File: config.mk
export PLATFORM = sky130hd
export DESIGN_NAME = data_run_list_decoder_unit
export DESIGN_NICKNAME = d
export VERILOG_FILES = /design/src/sv/dru_pkg.sv /design/src/sv/dru_front.sv /design/src/sv/dru_queue.sv /design/src/sv/dru_back.sv /design/src/sv/data_run_list_decoder_unit.sv
export SDC_FILE = /design/constraint.sdc
export NUM_CORES = 1
export LEC_CHECK = 0
export ABC_AREA = 1
export BUFFER_PORTS_ARGS = -buffer_cell sky130_fd_sc_hd__buf_2
export CAP_MARGIN = 20
export CORE_AREA = 2 2 309 219
export CTS_BUF_LIST = sky130_fd_sc_hd__clkbuf_16
export DETAILED_ROUTE_END_ITERATION = 8
export DIE_AREA = 0 0 311 221
export PLACE_DENSITY = 0.43
export SYNTH_ARGS = -nofsm -noshare
export SYNTH_HDL_FRONTEND = slang
export SYNTH_SLANG_ARGS = --single-unit
File: constraint.sdc
create_clock -name clk -period 6.1 [get_ports clk]
set_input_delay 1.525 -clock clk [delete_from_list [all_inputs] [get_ports clk]]
set_output_delay 1.525 -clock clk [all_outputs]
set_load 0.05 [all_outputs]
File: src/sv/dru_pkg.sv
package dru_pkg;

  localparam int DEF_MAX_FIELD_BYTES = 8;
  localparam int DEF_POSITION_BITS   = 16;

  localparam int QUEUE_DEPTH = 4;
  localparam int QUEUE_IDX_W = $clog2(QUEUE_DEPTH);
  localparam int QUEUE_CNT_W = $clog2(QUEUE_DEPTH + 1);

  localparam int FIELD_LANES = 8;
  localparam int LANE_BITS   = $clog2(FIELD_LANES);

  localparam logic [15:0] RUN_START_LO_POS = 16'h0020;
  localparam logic [15:0] RUN_START_HI_POS = 16'h0021;
  localparam logic [15:0] MIN_RUN_START    = 16'h0022;

  typedef enum logic [1:0] {
    KIND_RUN = 2'd0,
    KIND_END = 2'd1,
    KIND_BAD = 2'd2
  } kind_t;

  typedef enum logic [1:0] {
    TK_RUN,
    TK_EMPTY,
    TK_BAD
  } tok_kind_t;

  typedef struct packed {
    tok_kind_t   kind;
    logic [7:0]  data;
    logic        last;
  } token_t;

  typedef struct packed {
    logic   push;
    token_t tok;
  } q_push_t;

  typedef struct packed {
    logic   valid;
    token_t tok;
  } q_pop_t;

  typedef enum logic [1:0] {
    FP_CAPTURE,
    FP_SKIP,
    FP_FORWARD,
    FP_DONE
  } front_phase_t;

  typedef enum logic [1:0] {
    BP_HEADER,
    BP_LENGTH,
    BP_OFFSET,
    BP_DONE
  } back_phase_t;

endpackage

File: src/sv/dru_front.sv
module dru_front #(
  parameter int POSITION_BITS = dru_pkg::DEF_POSITION_BITS
) (
  input  logic            clk,
  input  logic            rst_n,
  input  logic            in_valid,
  input  logic            q_full,
  input  logic [7:0]      in_attr_byte,
  input  logic            in_is_last,
  output dru_pkg::q_push_t q_push
);
  import dru_pkg::*;

  front_phase_t             phase_r, phase_nxt;
  logic [POSITION_BITS-1:0] pos_r, pos_nxt;
  logic [15:0]              start_r, start_nxt;
  logic [15:0]              start_full;
  logic                     accept;
  logic                     at_lo, at_hi, at_start, start_bad;

  assign accept     = in_valid && !q_full;
  assign at_lo      = (pos_r == POSITION_BITS'(RUN_START_LO_POS));
  assign at_hi      = (pos_r == POSITION_BITS'(RUN_START_HI_POS));
  assign at_start   = (32'(pos_r) == 32'(start_r));
  assign start_full = {in_attr_byte, start_r[7:0]};
  assign start_bad  = (start_full < MIN_RUN_START);

  always_comb begin
    phase_nxt = phase_r;
    if (accept) begin
      if (in_is_last) begin
        phase_nxt = FP_CAPTURE;
      end else begin
        unique case (phase_r)
          FP_CAPTURE: if (at_hi) phase_nxt = start_bad ? FP_DONE : FP_SKIP;
          FP_SKIP:    if (at_start) phase_nxt = FP_FORWARD;
          FP_FORWARD: phase_nxt = FP_FORWARD;
          FP_DONE:    phase_nxt = FP_DONE;
          default:    phase_nxt = FP_CAPTURE;
        endcase
      end
    end
  end

  always_comb begin
    q_push.push     = 1'b0;
    q_push.tok.kind = TK_RUN;
    q_push.tok.data = in_attr_byte;
    q_push.tok.last = in_is_last;
    unique case (phase_r)
      FP_CAPTURE: begin
        if (at_hi && start_bad) begin
          q_push.push     = accept;
          q_push.tok.kind = TK_BAD;
        end else if (at_hi && in_is_last) begin
          q_push.push     = accept;
          q_push.tok.kind = TK_EMPTY;
        end else if (in_is_last) begin
          q_push.push     = accept;
          q_push.tok.kind = TK_BAD;
        end
      end
      FP_SKIP: begin
        if (at_start) begin
          q_push.push = accept;
        end else if (in_is_last) begin
          q_push.push     = accept;
          q_push.tok.kind = TK_EMPTY;
        end
      end
      FP_FORWARD: q_push.push = accept;
      FP_DONE:    q_push.push = 1'b0;
      default:    q_push.push = 1'b0;
    endcase
  end

  always_comb begin
    pos_nxt   = pos_r;
    start_nxt = start_r;
    if (accept) begin
      if (in_is_last) begin
        pos_nxt   = '0;
        start_nxt = '0;
      end else begin
        if (pos_r != '1) pos_nxt = pos_r + 1'b1;
        if (phase_r == FP_CAPTURE && at_lo) start_nxt = {start_r[15:8], in_attr_byte};
        if (phase_r == FP_CAPTURE && at_hi) start_nxt = start_full;
      end
    end
  end

  always_ff @(posedge clk) begin
    if (!rst_n) begin
      phase_r <= FP_CAPTURE;
      pos_r   <= '0;
      start_r <= '0;
    end else begin
      phase_r <= phase_nxt;
      pos_r   <= pos_nxt;
      start_r <= start_nxt;
    end
  end

endmodule

File: src/sv/dru_queue.sv
module dru_queue (
  input  logic             clk,
  input  logic             rst_n,
  input  dru_pkg::q_push_t q_push,
  input  logic             pop,
  output logic             full,
  output dru_pkg::q_pop_t  q_pop
);
  import dru_pkg::*;

  token_t                 mem_r [QUEUE_DEPTH];
  logic [QUEUE_IDX_W-1:0] wr_ptr_r, rd_ptr_r;
  logic [QUEUE_CNT_W-1:0] count_r;
  logic                   do_push, do_pop;

  assign full        = (count_r == QUEUE_CNT_W'(QUEUE_DEPTH));
  assign q_pop.valid = (count_r != '0);
  assign q_pop.tok   = mem_r[rd_ptr_r];
  assign do_push     = q_push.push && !full;
  assign do_pop      = pop && q_pop.valid;

  always_ff @(posedge clk) begin
    if (do_push) mem_r[wr_ptr_r] <= q_push.tok;
  end

  always_ff @(posedge clk) begin
    if (!rst_n) begin
      wr_ptr_r <= '0;
      rd_ptr_r <= '0;
      count_r  <= '0;
    end else begin
      if (do_push) wr_ptr_r <= (wr_ptr_r == QUEUE_IDX_W'(QUEUE_DEPTH - 1)) ? '0 : wr_ptr_r + 1'b1;
      if (do_pop)  rd_ptr_r <= (rd_ptr_r == QUEUE_IDX_W'(QUEUE_DEPTH - 1)) ? '0 : rd_ptr_r + 1'b1;
      unique case ({do_push, do_pop})
        2'b10:   count_r <= count_r + 1'b1;
        2'b01:   count_r <= count_r - 1'b1;
        default: count_r <= count_r;
      endcase
    end
  end

endmodule

File: src/sv/dru_back.sv
module dru_back #(
  parameter int MAX_FIELD_BYTES = dru_pkg::DEF_MAX_FIELD_BYTES
) (
  input  logic            clk,
  input  logic            rst_n,
  input  dru_pkg::q_pop_t q_pop,
  output logic            pop,
  input  logic            out_stall,
  output logic            out_valid,
  output logic [1:0]      out_kind,
  output logic [63:0]     out_run_length,
  output logic signed [63:0] out_run_offset,
  output logic            out_list_end
);
  import dru_pkg::*;

  function automatic logic [63:0] sign_extend(input logic [63:0] v, input logic [3:0] cnt);
    logic [63:0] r;
    r = v;
    for (int i = 1; i < FIELD_LANES; i++) begin
      if (cnt == 4'(i) && v[8*i-1]) r = v | ({64{1'b1}} << (8*i));
    end
    return r;
  endfunction

  back_phase_t phase_r, phase_nxt;
  logic [3:0]  len_cnt_r, len_cnt_nxt, off_cnt_r, off_cnt_nxt;
  logic [3:0]  taken_r, taken_nxt, taken_inc;
  logic [63:0] len_acc_r, len_acc_nxt, off_acc_r, off_acc_nxt;
  logic [63:0] len_new, off_new;
  logic        fire, len_done, off_done, hdr_zero, hdr_bad;
  logic [3:0]  hdr_len, hdr_off;
  logic [7:0]  b;

  logic        out_valid_r, out_valid_nxt;
  kind_t       kind_r, kind_nxt;
  logic [63:0] length_r, length_nxt, offset_r, offset_nxt;
  logic        end_r, end_nxt, emit;

  assign b         = q_pop.tok.data;
  assign fire      = q_pop.valid && (!out_valid_r || !out_stall);
  assign pop       = fire;
  assign taken_inc = taken_r + 1'b1;
  assign len_done  = (taken_inc >= len_cnt_r);
  assign off_done  = (taken_inc >= off_cnt_r);
  assign hdr_len   = b[3:0];
  assign hdr_off   = b[7:4];
  assign hdr_zero  = (b == 8'h00);
  assign hdr_bad   = (hdr_len > 4'(MAX_FIELD_BYTES)) || (hdr_off > 4'(MAX_FIELD_BYTES));

  always_comb begin
    len_new = len_acc_r;
    off_new = off_acc_r;
    for (int i = 0; i < FIELD_LANES; i++) begin
      if (taken_r[LANE_BITS-1:0] == LANE_BITS'(i)) begin
        len_new[8*i +: 8] = b;
        off_new[8*i +: 8] = b;
      end
    end
  end

  always_comb begin
    phase_nxt = phase_r;
    if (fire) begin
      if (q_pop.tok.kind == TK_RUN) begin
        unique case (phase_r)
          BP_HEADER: begin
            if (hdr_zero || hdr_bad) phase_nxt = BP_DONE;
            else phase_nxt = (hdr_len != '0) ? BP_LENGTH : BP_OFFSET;
          end
          BP_LENGTH: if (len_done) phase_nxt = (off_cnt_r == '0) ? BP_HEADER : BP_OFFSET;
          BP_OFFSET: if (off_done) phase_nxt = BP_HEADER;
          BP_DONE:   phase_nxt = BP_DONE;
          default:   phase_nxt = BP_HEADER;
        endcase
      end
      if (q_pop.tok.last) phase_nxt = BP_HEADER;
    end
  end

  always_comb begin
    emit        = 1'b0;
    kind_nxt    = KIND_RUN;
    length_nxt  = '0;
    offset_nxt  = '0;
    end_nxt     = 1'b0;
    len_cnt_nxt = len_cnt_r;
    off_cnt_nxt = off_cnt_r;
    taken_nxt   = taken_r;
    len_acc_nxt = len_acc_r;
    off_acc_nxt = off_acc_r;
    if (fire) begin
      unique case (q_pop.tok.kind)
        TK_BAD: begin
          emit     = 1'b1;
          kind_nxt = KIND_BAD;
          end_nxt  = 1'b1;
        end
        TK_EMPTY: begin
          emit     = 1'b1;
          kind_nxt = KIND_END;
          end_nxt  = 1'b1;
        end
        TK_RUN: begin
          unique case (phase_r)
            BP_HEADER: begin
              if (hdr_zero) begin
                emit     = 1'b1;
                kind_nxt = KIND_END;
                end_nxt  = 1'b1;
              end else if (hdr_bad) begin
                emit     = 1'b1;
                kind_nxt = KIND_BAD;
                end_nxt  = 1'b1;
              end else begin
                len_cnt_nxt = hdr_len;
                off_cnt_nxt = hdr_off;
                taken_nxt   = '0;
                len_acc_nxt = '0;
                off_acc_nxt = '0;
                emit        = q_pop.tok.last;
                end_nxt     = 1'b1;
              end
            end
            BP_LENGTH: begin
              len_acc_nxt = len_new;
              taken_nxt   = len_done ? '0 : taken_inc;
              emit        = (len_done && off_cnt_r == '0) || q_pop.tok.last;
              length_nxt  = len_new;
              end_nxt     = q_pop.tok.last;
            end
            BP_OFFSET: begin
              off_acc_nxt = off_new;
              taken_nxt   = off_done ? '0 : taken_inc;
              emit        = off_done || q_pop.tok.last;
              length_nxt  = len_acc_r;
              offset_nxt  = off_done ? sign_extend(off_new, off_cnt_r) : off_new;
              end_nxt     = q_pop.tok.last;
            end
            BP_DONE: emit = 1'b0;
            default: emit = 1'b0;
          endcase
        end
        default: emit = 1'b0;
      endcase
    end
    out_valid_nxt = emit || (out_valid_r && out_stall);
  end

  always_ff @(posedge clk) begin
    if (!rst_n) begin
      phase_r     <= BP_HEADER;
      out_valid_r <= 1'b0;
      len_cnt_r   <= '0;
      off_cnt_r   <= '0;
      taken_r     <= '0;
    end else begin
      phase_r     <= phase_nxt;
      out_valid_r <= out_valid_nxt;
      len_cnt_r   <= len_cnt_nxt;
      off_cnt_r   <= off_cnt_nxt;
      taken_r     <= taken_nxt;
    end
  end

  always_ff @(posedge clk) begin
    len_acc_r <= len_acc_nxt;
    off_acc_r <= off_acc_nxt;
    if (emit) begin
      kind_r   <= kind_nxt;
      length_r <= length_nxt;
      offset_r <= offset_nxt;
      end_r    <= end_nxt;
    end
  end

  assign out_valid      = out_valid_r;
  assign out_kind       = kind_r;
  assign out_run_length = length_r;
  assign out_run_offset = signed'(offset_r);
  assign out_list_end   = end_r;

endmodule

File: src/sv/data_run_list_decoder_unit.sv
// Decodes the data run list of a non-resident attribute fed one byte per transaction,
// starting at attribute offset zero. The run-list start is taken from bytes 0x20 and
// 0x21; each run then comes out as one result with its unsigned length and its
// sign-extended offset (not accumulated), and a zero header, a bad start, an oversized
// header nibble or the attribute's last byte closes the list. One byte is accepted every
// cycle while in_stall is low; each result is registered in the back end. The rate is set
// by the back end, which folds one byte per cycle into the length or offset accumulator
// unless out_stall holds a pending result. A four-entry token queue sits between the byte
// classifier and the run decoder, so in_stall rises only once the queue has filled.
module data_run_list_decoder_unit #(
  parameter int MAX_FIELD_BYTES = dru_pkg::DEF_MAX_FIELD_BYTES,
  parameter int POSITION_BITS   = dru_pkg::DEF_POSITION_BITS
) (
  input  logic               clk,
  input  logic               rst_n,
  input  logic               in_valid,
  output logic               in_stall,
  input  logic [7:0]         in_attr_byte,
  input  logic               in_is_last,
  output logic               out_valid,
  input  logic               out_stall,
  output logic [1:0]         out_kind,
  output logic [63:0]        out_run_length,
  output logic signed [63:0] out_run_offset,
  output logic               out_list_end
);
  import dru_pkg::*;

  q_push_t q_push;
  q_pop_t  q_pop;
  logic    q_full;
  logic    q_take;

  assign in_stall = q_full;

  dru_front #(
    .POSITION_BITS(POSITION_BITS)
  ) u_front (
    .clk         (clk),
    .rst_n       (rst_n),
    .in_valid    (in_valid),
    .q_full      (q_full),
    .in_attr_byte(in_attr_byte),
    .in_is_last  (in_is_last),
    .q_push      (q_push)
  );

  dru_queue u_queue (
    .clk   (clk),
    .rst_n (rst_n),
    .q_push(q_push),
    .pop   (q_take),
    .full  (q_full),
    .q_pop (q_pop)
  );

  dru_back #(
    .MAX_FIELD_BYTES(MAX_FIELD_BYTES)
  ) u_back (
    .clk           (clk),
    .rst_n         (rst_n),
    .q_pop         (q_pop),
    .pop           (q_take),
    .out_stall     (out_stall),
    .out_valid     (out_valid),
    .out_kind      (out_kind),
    .out_run_length(out_run_length),
    .out_run_offset(out_run_offset),
    .out_list_end  (out_list_end)
  );

endmodule

==> flow_metrics.env, run 1 <==
export IMPL_grt_max_degree=112
export IMPL_first_pass_iters=5
export IMPL_met3_usage_pct=2.42
export IMPL_routed_wl_mm=46.7
export IMPL_setup_tns_ps=0
export IMPL_cp_cell_sequence="inv_2 > nand2_1 > a32oi_1 > inv_1 > ha_1 > inv_1 > nor2_1 > nand2_1 > nor2_1 > inv_1 > a21oi_4 > buf_12"
export IMPL_clk_path_buf_depth=3
export IMPL_synthTopCellsByArea="edfxtp_1 56%, nand2_1 9.2%, dfxtp_1 7.1%, a21oi_1 7.1%, nor2_1 5.3%"
export IMPL_drc=0
export IMPL_multi_input_area_um2=5100
export IMPL_vias_per_cell=4.40
export IMPL_dieArea_um2=68700
export IMPL_cts_tree="built"
export IMPL_grt_use_met1_pct=20.2
export IMPL_synthDistinctLibCells=43
export IMPL_arrival_ps=4100
export IMPL_cts_resized_gates=0
export IMPL_slew_headroom_pct=31.1
export IMPL_grt_busiest_layer="met1"
export IMPL_met2_usage_pct=20.0
export IMPL_power_density_nw_per_um2=595
export IMPL_vias=12100
export IMPL_path_max_fanout=37
export IMPL_grt_pass1_wl_mm=72.5
export IMPL_cts_sinks=361
export IMPL_antenna_cells=0
export IMPL_maxCapViolCount=0
export IMPL_wl_per_cell_um=17.1
export IMPL_p_int_mw=6.09
export IMPL_num_rows=79
export IMPL_syn_nets=1724
export IMPL_synth_common_cells="399 x nand2_1, 303 x edfxtp_1, 231 x nor2_1"
export IMPL_port_buffers=145
export IMPL_numCtsBuffers=40
export IMPL_fmax_mhz=259
export IMPL_die_w_um=311
export IMPL_synth_largest_area_cell="edfxtp_1"
export IMPL_power_frac_comb_pct=43.5
export IMPL_switchingPower_mw=5.42
export IMPL_leakagePower_nw=7.62
export IMPL_drtAntennaViolNets=0
export IMPL_n_fill_cell=6936
export IMPL_synth_most_common_cell="nand2_1"
export IMPL_grt_pass1_vias=11900
export IMPL_cts_setup_buffers=0
export IMPL_max_stage_delay_ps=790
export IMPL_ys_seq_area_share_pct=63.0
export IMPL_synth_edff_count=303
export IMPL_cpMostUsedCell="inv_1"
export IMPL_start_util_pct=24.7
export IMPL_path_delay_family="compound AO/OA/AOI/OAI gates"
export IMPL_hold_viol=0
export IMPL_syn_area_um2=16300
export IMPL_startpoint_type="flop"
export IMPL_rsz0062_at_grt="no"
export IMPL_cts_root_buf="clkbuf_16"
export IMPL_cts_htree_levels=2
export IMPL_cp_end_kind="flop"
export IMPL_power_share_clock_pct=21.0
export IMPL_ios=146
export IMPL_syn_inst=1676
export IMPL_hold_class="flop to flop"
export IMPL_yosys_warnings=0
export IMPL_worstSkewPairLatency_ps=570
export IMPL_area_delta_synth_final_pct=18.7
export IMPL_timing_hold_ws_ps=463
export IMPL_drive_gt1_share_pct=14.0
export IMPL_drtIter0Drc=948
export IMPL_synth_async_reset_ratio_pct=0
export IMPL_chipHeight_um=221
export IMPL_crit_required_ps=6340
export IMPL_grt_use_total_pct=13.6
export IMPL_status="completed"
export IMPL_dp_hpwl_mm=30.9
export IMPL_r2r_slack_ps=2230
export IMPL_path_clk_slew_ps=60
export IMPL_core_area_um2=65800
export IMPL_syn_area_per_cell_um2=9.72
export IMPL_setup_viol=0
export IMPL_fin_crit_ps=3870
export IMPL_finClkSkew_ps=30.4
export IMPL_p_seq_share_pct=35.5
export IMPL_worst_slew_pin_slew_ps=1030
export IMPL_swShare_pct=47.1
export IMPL_synth_seq_cells=361
export IMPL_nNetsFinal=1866
export IMPL_synthFlopType="edfxtp_1"
export IMPL_crit_type="flop to flop"
export IMPL_ir_worst_vdd_mv=0.439
export IMPL_cpMaxStageDelayCell="a21oi_4"
export IMPL_fin_crit_sh_pct=63.4
export IMPL_antenna_found_initial=0
export IMPL_cts_hold_buf=0
export IMPL_seq_area_um2=10300
export IMPL_grt_overflow_total=0
export IMPL_critPathBufInv=5
export IMPL_report_final_slew_viol_count=0
export IMPL_synth_top_area_share_pct=55.9
export IMPL_globalplace_congestion=0.821
## cell families (layout without fill, tap and decap cells)
| kind of cell | after synthesis | after routing | synth area share [%] |
|---|---|---|---|
| flip-flops | 361 | 361 | 63.0 |
| AO/OA/AOI/OAI | 296 | 296 | 9.52 |
| adder cells (fa/ha/maj) | 35 | 35 | 2.74 |
| buffers and inverters | 245 | 417 | 5.84 |
| AND/OR/NAND/NOR | 719 | 719 | 17.8 |
| XOR/XNOR | 20 | 20 | 1.08 |
## final timing paths
path                                    from                                 end  depth (start not counted)
min          u_queue.count_r[0]$_SDFFE_PN0P_     u_queue.count_r[0]$_SDFFE_PN0P_                          1
max                                     flop  u_back.off_acc_r[22]$_SDFFCE_PP0P_                         12
max reg2reg                             flop  u_back.off_acc_r[22]$_SDFFCE_PP0P_                         12
min reg2reg  u_queue.count_r[0]$_SDFFE_PN0P_     u_queue.count_r[0]$_SDFFE_PN0P_                          1
## registers in the layout (all words and copies together), names as in the netlist, named ones only
name                   cells
u_back.out_run_length     64
u_back.len_acc_r          64
u_front.start_r           16
u_back.off_cnt_r           4
u_back.taken_r             4
u_queue.mem_r             44
u_back.out_valid           1
u_back.phase_r             2
u_back.out_kind            2
u_back.out_list_end        1
u_back.out_run_offset     64
u_queue.rd_ptr_r           2
u_front.phase_r            2
u_front.pos_r             16
u_back.len_cnt_r           4
u_back.off_acc_r          64
u_queue.count_r            3
u_queue.wr_ptr_r           2
## layout make-up
type | count | share of cell area [%]
tap | 891 | 5.77
multi-input combinational | 1070 | 26.4
timing repair buffer | 158 | 4.45
sequential | 361 | 53.1
clock buffer | 40 | 5.18
inverter | 187 | 3.66
clock inverter | 32 | 1.44
## power by group through the flow
stage	clock network (mW)	logic [mW]	registers, mW
floorplan	0	1.97	5.78
global placement	0	4.97	4.14
detailed placement	0	5.00	4.15
CTS	2.51	5.02	4.11
global route	2.61	5.45	4.16
finish	2.42	5.01	4.08
## layer usage
layer | wire length, µm | up-vias
met3 | 2400 | 59
met4 | 906 | 0
met5 | 0 | -
li1 | - | 5892
met1 | 23700 | 5806
met2 | 19700 | 293
## layout by cell type (no fill, tap or decap), drive strengths merged, types with 14 or more instances in the layout
cell type,synthesis,routed
nand4,14,14
inv,179,188
clkinv,8,22
ha,34,34
clkbuf,46,40
nor3,15,15
nand3,45,45
nor2,236,236
a21oi,231,231
dfxtp,58,58
nand2,405,405
buf,12,158
edfxtp,303,303
xnor2,17,17
o21ai,44,44
## metrics by stage
stage	setup WS (ps)	cell area [µm²]	util [%]	power, mW	instances
final	2230	19300	29.4	11.5	2739
after global routing	1830	19300	29.4	12.2	2739
after CTS	2180	19300	29.3	11.6	2734
after detailed placement	1750	18000	27.3	9.15	2662
after global placement	1900	18000	27.3	9.12	2662
after floorplan	319	16300	-	7.75	1676
Note: power is estimated with default switching activity, not from simulation.
==> run 2: changes to the inputs <==
==> constraint.sdc (replaced) <==
create_clock -name clk -period 4.1 [get_ports clk]
set_input_delay 1.025 -clock clk [delete_from_list [all_inputs] [get_ports clk]]
set_output_delay 1.025 -clock clk [all_outputs]
set_load 0.05 [all_outputs]
==> run 2 against run 1 <==
  * Register-to-register slack got worse by 1100 ps
  * Routed wire length fell by 1.4%
  * Final cell count is 0.33% higher
  * Die area unchanged
  * Critical endpoint is now u_queue.count_r[2]$_SDFFE_PN0P_
  * Largest cell class unchanged
  * Largest power group unchanged
==> flow_metrics.env, run 2 (synthesis gave the netlist of run 1 again) <==
export IMPL_dp_cells=2676
export IMPL_globalplace_congestion=0.788
export IMPL_vias_per_cell=4.35
export IMPL_setup_tns_ps=0
export IMPL_cp_end_kind="flop"
export IMPL_seq_area_um2=10300
export IMPL_power_share_clock_pct=21.1
export IMPL_power_frac_comb_pct=44.0
export IMPL_die_w_um=311
export IMPL_final_area_um2=19500
export IMPL_grt_busiest_layer="met2"
export IMPL_status="completed"
export IMPL_max_stage_delay_ps=510
export IMPL_cts_sinks=361
export IMPL_path_max_fanout=6
export IMPL_area_delta_synth_final_pct=19.5
export IMPL_cts_htree_levels=2
export IMPL_core_area_um2=65800
export IMPL_drtIter0Drc=900
export IMPL_critPathBufInv=3
export IMPL_grt_use_met1_pct=20.0
export IMPL_p_total_mw=17.2
export IMPL_layout_commonest_cell="nand2_1"
export IMPL_cpMaxStageDelayCell="nor3b_1"
export IMPL_cpMostUsedCell="a21oi_1"
export IMPL_antenna_found_initial=1
export IMPL_power_density_nw_per_um2=887
export IMPL_worst_slew_pin_slew_ps=897
export IMPL_path_delay_family="simple AND/OR/NAND/NOR gates"
export IMPL_num_rows=79
export IMPL_vias=11900
export IMPL_fin_crit_ps=3010
export IMPL_fmax_mhz=332
export IMPL_report_final_slew_viol_count=0
export IMPL_cts_tree="built"
export IMPL_grt_pass1_wl_mm=72.2
export IMPL_drc=0
export IMPL_crit_required_ps=4580
export IMPL_crit_type="input pin to flop"
export IMPL_startpoint_type="input pin"
export IMPL_dieArea_um2=68700
export IMPL_cts_hold_buf=0
export IMPL_cp_cell_sequence="buf_2 > inv_1 > nand4_1 > nor2_1 > nor3b_1 > nand2_1 > a21oi_1 > nand2_1 > ha_1 > inv_1 > fa_1 > a21oi_1 > o21ai_0 > o21ai_0 > a21oi_1"
export IMPL_n_fill_cell=6940
export IMPL_drtAntennaViolNets=0
export IMPL_ir_worst_vdd_mv=0.799
export IMPL_hold_viol=0
export IMPL_ios=146
export IMPL_wl_per_cell_um=16.8
export IMPL_dpl_instance_area_um2=18200
export IMPL_cts_setup_buffers=0
export IMPL_maxCapViolCount=0
export IMPL_start_util_pct=24.7
export IMPL_fin_crit_sh_pct=73.5
export IMPL_swShare_pct=47.0
export IMPL_routed_wl_mm=46.1
export IMPL_clk_path_buf_depth=3
export IMPL_cts_resized_gates=0
export IMPL_final_util_pct=29.6
export IMPL_port_buffers=145
export IMPL_met3_usage_pct=2.16
export IMPL_arrival_ps=3490
export IMPL_path_clk_slew_ps=60
export IMPL_switchingPower_mw=8.11
export IMPL_rsz0062_at_grt="no"
export IMPL_met2_usage_pct=20.0
export IMPL_hold_class="flop to flop"
export IMPL_fin_cells=2748
export IMPL_setup_viol=0
export IMPL_drive_gt1_share_pct=15.0
export IMPL_cts_root_buf="clkbuf_16"
export IMPL_grt_max_degree=82
export IMPL_grt_pass1_vias=12000
export IMPL_chipHeight_um=221
export IMPL_slew_headroom_pct=40.1
export IMPL_grt_overflow_total=0
export IMPL_multi_input_area_um2=5130
export IMPL_layout_common_cells="396 x nand2_1, 303 x edfxtp_1, 231 x nor2_1"
export IMPL_finClkSkew_ps=23.6
export IMPL_leakagePower_nw=7.67
export IMPL_numCtsBuffers=40
export IMPL_antenna_cells=0
export IMPL_nNetsFinal=1875
export IMPL_p_seq_share_pct=34.9
export IMPL_first_pass_iters=5
export IMPL_grt_use_total_pct=13.3
export IMPL_dp_hpwl_mm=30.9
export IMPL_worstSkewPairLatency_ps=560
export IMPL_p_int_mw=9.14
==> run 2: power by group through the flow <==
stage	Sequential, mW	Clock [mW]	Combinational (mW)
CTS	6.06	3.74	7.68
detailed placement	6.11	0	7.66
global route	6.16	3.87	8.25
finish	6.02	3.63	7.59
floorplan	8.55	0	2.95
global placement	6.11	0	7.66
==> run 2: worst reg2reg max path, cell delays in order, from the launching register on <==
cell and delay [ps]:
dfxtp_1 370, inv_2 240, nand2_1 90, a32oi_1 300, inv_1 100, ha_1 250, inv_1 70, nor2_1 80
nand2_2 650, buf_4 450, nor2_1 140
==> run 2: final cells by class <==
cell class	count	area share (%)
clock buffer	40	5.14
tap	891	5.73
clock inverter	32	1.52
timing repair buffer	167	4.84
inverter	187	3.63
sequential	361	52.8
multi-input combinational	1070	26.4
==> run 2: metrics by stage <==
stage               setup WS [ps]  hold WS [ps]
floorplan                   -1180           423
global placement              602           437
detailed placement            627           462
CTS                          1110           472
global route                  719           496
finish                       1090           477
==> run 2: routing by layer <==
layer	wire (µm)	vias to the layer above	share of wire, %
met5	0	-	0
met4	833	0	1.8
met3	2100	54	4.5
met2	19500	268	42
met1	23600	5713	51
li1	-	5914	-
==> run 2: path summary, 6_finish.rpt <==
kind | start | to | slack (ps) | cells past startpoint
worst max register to register | flop | u_back.out_run_length[8]$_SDFFCE_PN0P_ | 1120 | 10
worst min-delay path | u_back.len_cnt_r[1]$_SDFFE_PN0P_ | u_back.len_cnt_r[1]$_SDFFE_PN0P_ | 480 | 2
worst max-delay path | in_attr_byte[7] | u_queue.count_r[2]$_SDFFE_PN0P_ | 1090 | 15
worst min register to register | u_back.len_cnt_r[1]$_SDFFE_PN0P_ | u_back.len_cnt_r[1]$_SDFFE_PN0P_ | 480 | 2
